$ cat config.mk
export PLATFORM = sky130hd
export DESIGN_NAME = sliding_window_label_vote_unit
export DESIGN_NICKNAME = d
export VERILOG_FILES = /design/src/hdl/swlv_pkg.sv /design/src/hdl/swlv_ctrl.sv /design/src/hdl/swlv_dpath.sv /design/src/hdl/sliding_window_label_vote_unit.sv
export SDC_FILE = /design/constraint.sdc
export NUM_CORES = 1
export LEC_CHECK = 0
export BUFFER_PORTS_ARGS = -buffer_cell sky130_fd_sc_hd__buf_2
export CAP_MARGIN = 20
export CORE_MARGIN = 10
export CORE_UTILIZATION = 56
export DETAILED_ROUTE_END_ITERATION = 10
export PLACE_DENSITY = 0.81
export SLEW_MARGIN = 20
export SYNTH_ARGS = -nofsm -noshare
export SYNTH_HDL_FRONTEND = slang
export SYNTH_SLANG_ARGS = --single-unit
$ cat constraint.sdc
create_clock -name clk -period 2.3 [get_ports clk]
set_input_delay 0.345 -clock clk [delete_from_list [all_inputs] [get_ports clk]]
set_output_delay 0.345 -clock clk [all_outputs]
set_load 0.01 [all_outputs]
$ cat src/hdl/swlv_pkg.sv
// ----------------------------------------------------------------------------
// swlv_pkg: shared types for the sliding window label vote unit
// holds the controller states, the command and status bundles and fixed widths
// ----------------------------------------------------------------------------
package swlv_pkg;

  localparam int LABEL_W      = 4;
  localparam int VOTES_W      = 5;
  localparam int NUM_LABELS_W = 5;

  localparam logic [NUM_LABELS_W-1:0] NUM_LABELS_RST = 5'd16;
  localparam logic [VOTES_W-1:0]      VOTES_SAT      = 5'd31;

  typedef enum logic [2:0] {
    ST_IDLE,
    ST_EVICT,
    ST_DEC,
    ST_INC,
    ST_SCAN,
    ST_LAST,
    ST_LOAD
  } state_t;

  // controller to datapath
  typedef struct packed {
    logic capture;     // latch the new label, read the ring slot
    logic evict;       // write ring, advance slot, read evicted label's count
    logic dec;         // write back decremented count, read new label's count
    logic inc;         // write back incremented count, clear scan index
    logic scan_issue;  // read one counter for the winner search
    logic load;        // move the winner into the output register
  } cmd_t;

  // datapath to controller
  typedef struct packed {
    logic scan_last;   // current scan read is the last class
    logic out_free;    // output register can take a new beat
  } sts_t;

endpackage

$ cat src/hdl/swlv_ctrl.sv
// ----------------------------------------------------------------------------
// swlv_ctrl: sequencer of the label vote unit
// steps one label through evict, count update, winner scan and output load
// ----------------------------------------------------------------------------
module swlv_ctrl
  import swlv_pkg::*;
(
  input  logic   clk,
  input  logic   rst,
  input  logic   in_valid,
  output logic   in_stall,
  input  sts_t   sts,
  output cmd_t   cmd
);

  state_t state, state_next;
  logic   accept;

  assign accept = in_valid && (state == ST_IDLE);

  always_ff @(posedge clk) begin
    if (rst) begin
      state <= ST_IDLE;
    end else begin
      state <= state_next;
    end
  end

  always_comb begin
    state_next = state;
    unique case (state)
      ST_IDLE:  if (accept) state_next = ST_EVICT;
      ST_EVICT: state_next = ST_DEC;
      ST_DEC:   state_next = ST_INC;
      ST_INC:   state_next = ST_SCAN;
      ST_SCAN:  if (sts.scan_last) state_next = ST_LAST;
      ST_LAST:  state_next = ST_LOAD;
      ST_LOAD:  if (sts.out_free) state_next = ST_IDLE;
      default:  state_next = ST_IDLE;
    endcase
  end

  always_comb begin
    cmd      = '0;
    in_stall = 1'b1;
    unique case (state)
      ST_IDLE: begin
        in_stall    = 1'b0;
        cmd.capture = accept;
      end
      ST_EVICT: cmd.evict      = 1'b1;
      ST_DEC:   cmd.dec        = 1'b1;
      ST_INC:   cmd.inc        = 1'b1;
      ST_SCAN:  cmd.scan_issue = 1'b1;
      ST_LAST:  cmd            = '0;
      ST_LOAD:  cmd.load       = sts.out_free;
      default:  cmd            = '0;
    endcase
  end

  a_accept_starts_evict: assert property (@(posedge clk) disable iff (rst)
    in_valid && !in_stall |=> state == ST_EVICT)
    else $error("accepted beat did not start the evict step");

  a_load_waits: assert property (@(posedge clk) disable iff (rst)
    state == ST_LOAD && !sts.out_free |=> state == ST_LOAD)
    else $error("left load while the output register was full");

  a_stall_when_busy: assert property (@(posedge clk) disable iff (rst)
    state != ST_IDLE |-> in_stall)
    else $error("input open while a beat is in progress");

endmodule

$ cat src/hdl/swlv_dpath.sv
// ----------------------------------------------------------------------------
// swlv_dpath: datapath of the label vote unit
// label ring memory, vote counter memory, winner compare and output register
// ----------------------------------------------------------------------------
module swlv_dpath
  import swlv_pkg::*;
#(
  parameter int WINDOW_LEN = 16,
  parameter int MAX_LABELS = 16
)(
  input  logic                    clk,
  input  logic                    rst,
  input  cmd_t                    cmd,
  output sts_t                    sts,
  input  logic                    cfg_we,
  input  logic [NUM_LABELS_W-1:0] cfg_wdata,
  input  logic [LABEL_W-1:0]      label,
  output logic                    out_valid,
  input  logic                    out_stall,
  output logic [LABEL_W-1:0]      winner_label,
  output logic [VOTES_W-1:0]      winner_votes
);

  localparam int RAW  = (WINDOW_LEN > 1) ? $clog2(WINDOW_LEN) : 1;
  localparam int VW   = $clog2(WINDOW_LEN + 1);
  // labels are 4 bits wide, so at most 16 classes can ever hold votes
  localparam int NCNT = (MAX_LABELS < 16) ? MAX_LABELS : 16;
  localparam int CAW  = $clog2(NCNT);
  localparam int SIW  = CAW + 1;

  localparam logic [RAW-1:0]          RING_LAST = RAW'(WINDOW_LEN - 1);
  localparam logic [8:0]              MAX_L9    = 9'(MAX_LABELS);
  localparam logic [NUM_LABELS_W-1:0] NCNT_N    = NUM_LABELS_W'(NCNT);
  localparam logic [VW-1:0]           VOTES_MAX = VW'(WINDOW_LEN);

  // configuration
  logic [NUM_LABELS_W-1:0] num_labels;
  logic [NUM_LABELS_W-1:0] scan_n;

  // ring
  logic [LABEL_W-1:0] ring_mem [WINDOW_LEN];
  logic [RAW-1:0]     slot;
  logic               full;
  logic [LABEL_W-1:0] lab_q;
  logic [LABEL_W-1:0] old_q;
  logic               do_dec, do_inc;
  logic               do_dec_next, do_inc_next;

  // counters
  logic [VW-1:0]  cnt_mem [NCNT];
  logic [NCNT-1:0] cnt_vld;
  logic [VW-1:0]  cnt_rd_q;
  logic [CAW-1:0] cnt_raddr;
  logic [CAW-1:0] cnt_waddr;
  logic [VW-1:0]  cnt_wdata;
  logic           cnt_we;

  // winner search
  logic [SIW-1:0] scan_idx;
  logic           cmp_vld;
  logic [CAW-1:0] cmp_idx;
  logic [VW-1:0]  best_cnt;
  logic [CAW-1:0] best_idx;

  always_ff @(posedge clk) begin
    if (rst) begin
      num_labels <= NUM_LABELS_RST;
    end else if (cfg_we) begin
      num_labels <= cfg_wdata;
    end
  end

  // classes clamped to 1 .. counters that exist
  always_comb begin
    if (num_labels == '0) begin
      scan_n = NUM_LABELS_W'(1);
    end else if (num_labels > NCNT_N) begin
      scan_n = NCNT_N;
    end else begin
      scan_n = num_labels;
    end
  end

  // ring memory
  always_ff @(posedge clk) begin
    if (cmd.capture) begin
      lab_q <= label;
      old_q <= ring_mem[slot];
    end
    if (cmd.evict) begin
      ring_mem[slot] <= lab_q;
    end
  end

  always_ff @(posedge clk) begin
    if (rst) begin
      slot <= '0;
      full <= 1'b0;
    end else if (cmd.evict) begin
      if (slot == RING_LAST) begin
        slot <= '0;
        full <= 1'b1;
      end else begin
        slot <= slot + RAW'(1);
      end
    end
  end

  // same label in and out leaves its count alone
  always_comb begin
    do_dec_next = full && ({5'd0, old_q} < MAX_L9) && (old_q != lab_q);
    do_inc_next = ({5'd0, lab_q} < MAX_L9) && !(full && (old_q == lab_q));
  end

  always_ff @(posedge clk) begin
    if (cmd.evict) begin
      do_dec <= do_dec_next;
      do_inc <= do_inc_next;
    end
  end

  // counter memory port
  always_comb begin
    if (cmd.evict) begin
      cnt_raddr = old_q[CAW-1:0];
    end else if (cmd.dec) begin
      cnt_raddr = lab_q[CAW-1:0];
    end else begin
      cnt_raddr = scan_idx[CAW-1:0];
    end
    cnt_we    = 1'b0;
    cnt_waddr = lab_q[CAW-1:0];
    cnt_wdata = cnt_rd_q + VW'(1);
    if (cmd.dec) begin
      cnt_we    = do_dec;
      cnt_waddr = old_q[CAW-1:0];
      cnt_wdata = (cnt_rd_q != '0) ? cnt_rd_q - VW'(1) : '0;
    end else if (cmd.inc) begin
      cnt_we = do_inc;
    end
  end

  always_ff @(posedge clk) begin
    if (cnt_we) begin
      cnt_mem[cnt_waddr] <= cnt_wdata;
    end
    cnt_rd_q <= cnt_vld[cnt_raddr] ? cnt_mem[cnt_raddr] : '0;
  end

  always_ff @(posedge clk) begin
    if (rst) begin
      cnt_vld <= '0;
    end else if (cnt_we) begin
      cnt_vld[cnt_waddr] <= 1'b1;
    end
  end

  // scan reads one counter a cycle, compared in the cycle after its read
  always_ff @(posedge clk) begin
    if (rst) begin
      scan_idx <= '0;
      cmp_vld  <= 1'b0;
    end else begin
      cmp_vld <= cmd.scan_issue;
      if (cmd.inc) begin
        scan_idx <= '0;
      end else if (cmd.scan_issue) begin
        scan_idx <= scan_idx + SIW'(1);
      end
    end
  end

  always_ff @(posedge clk) begin
    if (cmd.scan_issue) begin
      cmp_idx <= scan_idx[CAW-1:0];
    end
    if (cmp_vld && ((cmp_idx == '0) || (cnt_rd_q > best_cnt))) begin
      best_cnt <= cnt_rd_q;
      best_idx <= cmp_idx;
    end
  end

  assign sts.scan_last = (NUM_LABELS_W'(scan_idx) == scan_n - NUM_LABELS_W'(1));
  assign sts.out_free  = !out_valid || !out_stall;

  // output register
  always_ff @(posedge clk) begin
    if (rst) begin
      out_valid <= 1'b0;
    end else if (cmd.load) begin
      out_valid <= 1'b1;
    end else if (!out_stall) begin
      out_valid <= 1'b0;
    end
  end

  always_ff @(posedge clk) begin
    if (cmd.load) begin
      winner_label <= LABEL_W'(best_idx);
      winner_votes <= (32'(best_cnt) > 32'(VOTES_SAT)) ? VOTES_SAT : VOTES_W'(best_cnt);
    end
  end

  a_scan_in_range: assert property (@(posedge clk) disable iff (rst)
    cmd.scan_issue |-> NUM_LABELS_W'(scan_idx) < scan_n)
    else $error("scan read beyond the active classes");

  a_count_bounded: assert property (@(posedge clk) disable iff (rst)
    cnt_we |-> cnt_wdata <= VOTES_MAX)
    else $error("vote count above window length");

  a_load_after_scan: assert property (@(posedge clk) disable iff (rst)
    cmd.scan_issue && sts.scan_last |=> ##1 !cmp_vld)
    else $error("compare still running after the last scan read");

endmodule

$ cat src/hdl/sliding_window_label_vote_unit.sv
// ----------------------------------------------------------------------------
// sliding_window_label_vote_unit: sliding-window majority vote over labels
// smooths classifier labels; reports the most frequent label in the window
// ----------------------------------------------------------------------------
//
//  channel   direction  handshake             payload
//  input     in         in_valid / in_stall   label[3:0]
//  output    out        out_valid / out_stall winner_label[3:0], winner_votes[4:0]
//  config    in         cfg_we                cfg_wdata[4:0] (num_labels)
//
//  the winner scan reads the counter memory's single read port once per class,
//  for N classes, N = num_labels clamped to 1 .. classes, so the time that one
//  beat takes in the unit grows with N
//  the next beat is taken while a finished result waits in the output register
//  a stalled output holds the controller in its load step until the beat leaves
//  reset is synchronous: clears vote valid bits, ring pointer, fill flag,
//  num_labels (to 16) and the output valid; ring contents need no reset
//
module sliding_window_label_vote_unit
  import swlv_pkg::*;
#(
  parameter int WINDOW_LEN = 16,
  parameter int MAX_LABELS = 16
)(
  input  logic                    clk,
  input  logic                    rst,
  // config
  input  logic                    cfg_we,
  input  logic [NUM_LABELS_W-1:0] cfg_wdata,
  // input beats
  input  logic                    in_valid,
  output logic                    in_stall,
  input  logic [LABEL_W-1:0]      label,
  // output beats
  output logic                    out_valid,
  input  logic                    out_stall,
  output logic [LABEL_W-1:0]      winner_label,
  output logic [VOTES_W-1:0]      winner_votes
);

  cmd_t cmd;
  sts_t sts;

  // sequencer: evict, decrement, increment, scan, load
  swlv_ctrl u_ctrl (
    .clk      (clk),
    .rst      (rst),
    .in_valid (in_valid),
    .in_stall (in_stall),
    .sts      (sts),
    .cmd      (cmd)
  );

  // ring, counters, winner compare and output register
  swlv_dpath #(
    .WINDOW_LEN (WINDOW_LEN),
    .MAX_LABELS (MAX_LABELS)
  ) u_dpath (
    .clk          (clk),
    .rst          (rst),
    .cmd          (cmd),
    .sts          (sts),
    .cfg_we       (cfg_we),
    .cfg_wdata    (cfg_wdata),
    .label        (label),
    .out_valid    (out_valid),
    .out_stall    (out_stall),
    .winner_label (winner_label),
    .winner_votes (winner_votes)
  );

endmodule

==> results.md, run 1 <==
Routing:
- The total DRC errors in the routed layout is 0.
- The total routed wirelength is 18.5 mm.
- The number of iterations in the first detailed-routing pass is 5.
- Once detail routing completed, the nets flagged for antenna violations numbered 0.
- In this run, the number of DRC markers left after iteration 0 of detailed routing was 494.
- The via density per instance is 5.92.
- Across all layers, the routed design uses 5450 vias.
- In the final routed layout, each cell accounts on average for 20.1 µm.

Clock network:
- The clock tree root driver cell is clkbuf_16.
- The number of clock sinks is 217.
- The clock latency of the later-clocked register in the worst-skew pair is 0.50 ns.
- Counting the buffers created by CTS gives 22.
- The maximum number of buffers from clock root to sink is 3.
- The clock transition time at the flip-flop clock pins of the worst setup and hold paths is 0.06 ns.
- In this run the number of H-tree levels came out at 1.
- The TritonCTS clock tree is done.
- The number of buffers added to fix hold violations after cts is 0.

Worst setup path:
- The slowest stage cell on the critical path is nor2_1.
- The critical path is of the flop to flop type.
- Counting cells, the worst reg-to-reg path comes to 5.
- Together, buffers and inverters on the worst path number 1.
- In this run the worst path has a maximum fanout of 22.
- Tracing the worst setup path back leads to its startpoint at u_ctrl.state[1].
- The required time of the critical path is 2.43 ns.
- The critical path goes through buf_12 > nor2b_1 > nor2b_1 > o21ai_0 > nor2_1.
- The kind of end point of the critical path is a flop.
- In this design, the critical path's most frequently occurring cell is nor2b_1.
- For the worst setup path, the data arrival time is 2.33 ns.
- In this run the critical register-to-register path is launched from u_ctrl.state[1].
- STA classifies the critical path startpoint as a flop.
- The path length in cells of the critical path is 5.
- The gate family responsible for the most delay along the worst path is simple AND/OR/NAND/NOR gates.
- The peak per-stage delay on the critical path is 0.58 ns.

Layout:
- The fraction of layout cells with a size suffix above 1 is 0.209.
- The non-filler instance count after layout is 920.
- The number of inserted diodes is 0.
- After the last flow step, the layout net total stands at 715.
- The layout overhead on the synthesized area is 15.2%.

Power and ir drop:
- VDD sags by at most 0.000740 V.
- The overall power consumption is 8.85 mW.
- The ratio of total power to cell area is 848 nW/µm².
- The analysis attributes to cell leakage a power of 3.53 nW.

Synthesis:
- The proportion of synthesized flip-flops having asynchronous set or reset is 0.
- The primary flip-flop cell chosen by synthesis mapping is edfxtp_1.
- Counting every net in the synthesized netlist gives 650.
- The proportion of netlist area held by the largest area contributor is 0.584.
- Yosys instantiated no cell more often than edfxtp_1.
- The warning count from the yosys run is 0.
- After synthesis the cells add up to 9050 µm².
- The number of synthesized flops with an enable pin is 176.
- The cell type with the largest total area after synthesis is edfxtp_1.
- Ranked by instance count, the synthesized netlist is headed by edfxtp_1 (176), nor2_1 (92), mux2i_1 (51), dfxtp_1 (41), nand2_1 (23).
- The cell count after synthesis is 623.
- Ranked by total cell area, the synthesized netlist is headed by edfxtp_1 (58%), dfxtp_1 (9.1%), mux2i_1 (5.6%).
- The average cell area after synthesis is 14.5 µm².
- The number of distinct standard cells referenced by the synthesized netlist is 55.
- For this run, the register share of the synthesized area comes to 0.674.
- The synthesized flop and latch total is 217.

Timing:
- Setup violations remaining at the end of the flow were counted as 0.
- Setup repair after global routing could not meet its margin everywhere.
- The worst-case clock skew is 0.00962 ns.
- The maximum clock rate is 0.454 GHz.
- The final sum of negative setup slack is 0 ns.
- For the pin with the worst max-slew slack, the measured transition is 0.801 ns.
- The worst slew slack as a fraction of its limit is 0.460.
- The post-route fraction of the period consumed by the critical path is 0.958.
- The worst path in the final design needs a cycle of 2.20 ns, including I/O delays and setup.
- The final hold violation count is 0.
- The max-slew violation count came to 0.

Job:
- The number of max-cap violations is 0.

Place:
- The final HPWL from detailed placement is 12.3 mm.
- The routability congestion estimate is 0.881.
- Including well taps, the total number of placed cells is 879.
- The count of buffers inserted at the top-level ports is 24.

Die:
- For this configuration, the core starts out at a cell density of 0.570.
- For this design the top-level I/O count stands at 25.
- The floorplan die height is 147 µm.
- The die covers 21700 µm².
- The number of core rows is 46.
- The die boundary width is 147 µm.
- The core region area is 15900 µm².

Status:
- The flow ran to the end, and the final reports show no timing, DRC or antenna violations.

GRT:
- In the global route stage, overall resource usage came out at 0.170.
- The global-route wire length before repair is 29.9 mm.
- The maximum number of pins on one net before global-route repair is 24.
- The number of global-route vias before repair is 5544.
- The total overflow left after global routing is 0.
- The initial antenna violation count was 0.

Hold path:
- The worst hold path begins at label[2].
- Counting instances, the worst hold path has a depth of 1.
- The type of the worst min-delay path is input pin to flop.
[placed cells by master (no fill, tap or decap), types with 17 or more instances in the layout]
| master | instances |
|---|---|
| buf_4 | 40 |
| mux4_2 | 20 |
| edfxtp_1 | 176 |
| dfxtp_1 | 38 |
| clkbuf_16 | 23 |
| nor2_1 | 87 |
| mux2i_1 | 51 |
| inv_1 | 17 |
| nand2_1 | 23 |
| buf_2 | 24 |
[worst register-to-register path: stages (launching register included)]
cell,delay (ns)
dfxtp_2,0.35
buf_12,0.15
nor2b_1,0.23
nor2b_1,0.26
o21ai_0,0.27
nor2_1,0.58
[final cells by class]
cell class                 instances  area [µm²]
inverter                          18        67.6
timing repair buffer              70         532
tap                              216         270
clock buffer                      36         664
clock inverter                     4        30.0
sequential                       217        6110
fill                            1086        5450
multi-input combinational        359        2760
[report_power, final]
group	internal [mW]	switching, mW
logic	0.408	0.592
clock network	1.98	1.40
registers	4.40	0.0742
[final timing paths]
| path | endpoint | slack, ns |
|---|---|---|
| setup reg to reg | u_dpath.cnt_mem[7][2] | 0.1 |
| setup / recovery | u_dpath.cnt_mem[7][2] | 0.1 |
| hold / removal | u_dpath.lab_q[2] | 0.03 |
| hold reg to reg | u_dpath.winner_label[0] | 0.42 |
[sequential cells by signal, summed over array words and instances (netlist names)]
signal                flops
u_dpath.full              1
u_dpath.num_labels        5
u_ctrl.state              3
u_dpath.lab_q             4
u_dpath.cnt_vld          16
u_dpath.scan_idx          5
u_dpath.winner_votes      5
u_dpath.do_inc            1
u_dpath.cnt_mem          80
u_dpath.cnt_rd_q          5
u_dpath.ring_mem         64
u_dpath.do_dec            1
u_dpath.best_cnt          5
u_dpath.slot              4
u_dpath.cmp_idx           4
u_dpath.cmp_vld           1
u_dpath.old_q             4
u_dpath.best_idx          4
u_dpath.out_valid         1
u_dpath.winner_label      4
[kinds of logic after synthesis]
logic type / share of synthesized area
XOR/XNOR: 0.0145
multiplexers: 0.111
flip-flops: 0.674
adder cells (fa/ha/maj): 0.0180
AO/OA/AOI/OAI: 0.0705
buffers and inverters: 0.0249
AND/OR/NAND/NOR: 0.0868
[through the flow]
stage               area, µm²  hold slack [ns]  setup slack, ns   util
detailed placement       9680            0.407          0.00274  0.609
global route            10400           0.0131          -0.0702  0.657
CTS                     10400           0.0117           0.0366  0.654
global placement         9680            0.403           0.0759  0.609
finish                  10400           0.0253           0.0967  0.657
floorplan                9050            0.400           0.0170      -
[timing repair]
item | CTS | global route
setup endpoints to repair | 2 | 105
gates resized for setup | 2 | 13
pin swaps | 0 | 3
hold endpoints to repair | 0 | 0
setup buffers | 0 | 1
[routing by layer]
layer	share of wire	track usage	up-vias
met1	0.40	0.208	2664
met4	0.033	0.0560	0
li1	-	-	2489
met2	0.50	0.296	241
met5	0	0	-
met3	0.065	0.0313	56
No activity file was read; power rests on OpenSTA's default activity.
==> run 2: changes to the inputs <==
Settings changed: BUFFER_PORTS_ARGS -buffer_cell sky130_fd_sc_hd__buf_2 to unset, CORE_UTILIZATION 56 to 57, DONT_BUFFER_PORTS set to 1, PLACE_DENSITY 0.81 to 0.8.
==> run 2 against run 1 <==
Effect of this change: setup slack lost 0.041 ns; maximum frequency shrank 1.8%; sequential cell count is the same; die area shrank 1.5%; register-to-register slack lost 0.04 ns; routed wire length grew 2.6%; combinational power grew 5%; highest routed layer unchanged.
==> results.md, run 2 (same netlist as run 1, synthesis figures left out) <==
Status:
- The run finished with clean final reports.

Timing:
- The max-slew violation count was 0.
- The post-route fraction of the period consumed by the critical path is 0.976.
- The worst pin sits at a relative slew slack of 0.579.
- The worst hold slack after final layout is 0.0230 ns.
- The transition at the pin with the smallest max-transition slack is 0.632 ns.
- Setup violations remaining at the end of the flow were counted as 0.
- The final hold violation count is 0.
- The worst-case clock skew is 0.0132 ns.
- In the final timing run, aggregate negative setup slack is 0 ns.
- The minimum period implied by the final worst setup slack is 2.24 ns.
- Derived from the worst setup path, the maximum achievable clock frequency is 0.446 GHz.

Worst setup path:
- The kind of end point of the critical path is a flop.
- The signal on the critical path passes through buf_12 > nor2_1 > a22oi_1 > o211ai_4 > buf_4 > mux2_2 > o21ai_1 > o32ai_4 > a32o_1.
- The worst setup path is of the flop to flop kind.
- Of all nets on the critical path, the largest fanout is 11.
- The number of cells on the worst reg-to-reg path is 9.
- The slowest stage cell on the critical path is dfxtp_4.
- The critical path startpoint category is a flop.
- The reg-to-reg critical path startpoint is u_ctrl.state[1].
- STA puts the critical path data arrival time at 2.63 ns.
- At the worst endpoint, the required time is 2.69 ns.
- The end of the worst register-to-register path is u_dpath.cnt_rd_q[2].
- The minimum setup slack among reg-to-reg paths is 0.06 ns.
- The peak per-stage delay on the critical path is 0.36 ns.

GRT:
- The global-route wire length before repair is 29.1 mm.
- The initial antenna violation count is 0.
- The all-layer global routing usage is 0.167.
- The number of global-route vias before repair is 5424.
- The maximum number of pins on one net before global-route repair is 30.
- The global-route congestion overflow total is 0.

Layout:
- The top cell types in the final layout, fill and taps aside, are edfxtp_1 (176), nor2_1 (92), mux2i_1 (51).
- The library cell used most frequently in the layout, excluding fill and tap cells, is edfxtp_1.
- In the final layout, the registers with the most flip-flops are u_dpath.cnt_mem: 80 flops, u_dpath.ring_mem: 64 flops, u_dpath.cnt_vld: 16 flops.
- The register containing the most flip-flops in the final layout is u_dpath.cnt_mem.
- The finished cells cover 10500 µm².
- The register with the most flip-flops in the layout has 80 of them.
- The number of inserted diodes is 0.
- The fraction of layout cells with a size suffix above 1 is 0.178.
- The final-stage net count is 710.
- Relative to the synthesized area, the layout overhead comes to 15.7%.
- At the end of the flow the core is filled with cells to 0.667.

Die:
- 25 I/O pins were placed.
- The core region area is 15700 µm².
- The floorplan step set the die height to 146 µm.
- The floorplan has 46 rows.
- The die is 146 µm wide.
- The area of the die is 21300 µm².
- The effective utilization at floorplan is 0.576.

Power and ir drop:
- The ratio of total power to cell area is 835 nW/µm².
- The peak ir drop on the vdd network is 0.000720 V.
- Summed over all cells, the static leakage comes to 3.52 nW.
- The overall power consumption is 8.75 mW.

Job:
- The number of max-cap violations is 0.

Routing:
- The first routing iteration left 529 violations.
- The total via count in the routed design is 5549.
- In the routed layout, each cell is associated on average with a via count of 6.08.
- After detailed routing, the average wire length per cell comes to 20.8 µm.
- The antenna violation net count after detailed routing is 0.
- Before antenna repair, the detailed router went through 6 iterations.
- The total DRC errors in the routed layout is 0.
- The routed design has 19.0 mm of wire.

Hold path:
- The hold path endpoint is u_dpath.num_labels[3].
- The startpoint of the tightest hold check path is cfg_wdata[3].
- The type of the worst min-delay path is input pin to flop.
- The worst hold path was traced through 2 stages.

Clock network:
- In this run the clock root is driven by a clkbuf_16.
- The number of clock buffers added by TritonCTS is 22.
- The level count of the clock H-tree is 1.
- The clock transition time at the flip-flop clock pins of the worst setup and hold paths is 0.06 ns.
- At the later pin of the worst-skew pair, clock insertion delay measures 0.50 ns.
- The TritonCTS clock tree is done.
- The clock net in this run drives a total of 217 sinks.
- The longest clock path from root to sink contains 3 buffers.

Place:
- The count of buffers inserted at the top-level ports is 0.
- The routability congestion estimate is 0.855.
- Summed over all nets, the half-perimeter wirelength after detailed placement is 12.3 mm.
- The area of placed instances is 9540 µm².
-- run 2: cell count changes in the layout (fill, tap and decap cells not counted), moves of 6 or more --
cell / before / now
clkinv_1: 1 / 7
dlygate4sd3_1: 0 / 6
buf_4: 40 / 50
buf_2: 24 / 1
-- run 2: power by group --
part | internal, mW | leakage [nW] | switching, mW
registers | 4.40 | 1.93 | 0.0729
logic | 0.443 | 1.27 | 0.606
clock network | 1.85 | 0.321 | 1.37
total | 6.69 | 3.52 | 2.05
-- run 2: worst max-delay path, delay by kind of cell (launching register included) --
kind	cells	cell delay [ns]
buffers and inverters	2	0.29
multiplexers	1	0.32
AO/OA/AOI/OAI	5	1.07
AND/OR/NAND/NOR	1	0.09
flip-flops	1	0.36
-- run 2: routing by layer --
layer,wire [µm],track usage,part of all wire,up-vias
met2,9900,0.303,0.52,229
met5,0,0,0,-
met1,7410,0.197,0.39,2777
li1,-,-,-,2491
met3,1150,0.0294,0.061,52
met4,524,0.0495,0.028,0
-- run 2: worst max-delay path by stage --
stage | start | end | slack (ns) | depth (start not counted)
after global placement | u_ctrl.state[0] | u_dpath.cnt_rd_q[1] | 0.12 | 8
after CTS | u_ctrl.state[0] | u_dpath.cnt_rd_q[2] | 0.04 | 8
after detailed placement | u_ctrl.state[1] | u_dpath.cnt_mem[12][3] | 0.01 | 7
final | u_ctrl.state[1] | u_dpath.cnt_rd_q[2] | 0.06 | 9
after floorplan | u_ctrl.state[1] | u_dpath.cnt_mem[0][4] | 0.02 | 5
after global routing | u_ctrl.state[1] | u_dpath.cnt_rd_q[2] | -0.001 | 9
-- run 2: area by class of cell --
cell class	instances	area, µm²
clock buffers	28	604
inverters	18	67.6
fillers	1041	5240
multi-input cells	360	2780
flip-flops and latches	217	6110
well taps	216	270
clock inverters	10	51.3
repair buffers	64	591
-- run 2: what timing repair did --
item / CTS / global route
hold buffers: 7 / 0
resized for setup: 2 / 9
hold endpoints to repair: 34 / 0
cloned: 0 / 3
setup endpoints to repair: 21 / 57
pin swaps: 0 / 5
buffers inserted: 0 / 12
-- run 2: per-stage QoR --
step	setup WS, ns	cells
2_1_floorplan	0.0170	623
3_3_place_gp	0.122	853
3_5_place_dp	0.0140	853
4_1_cts	0.0381	898
5_1_grt	-0.00103	913
6_report	0.0560	913
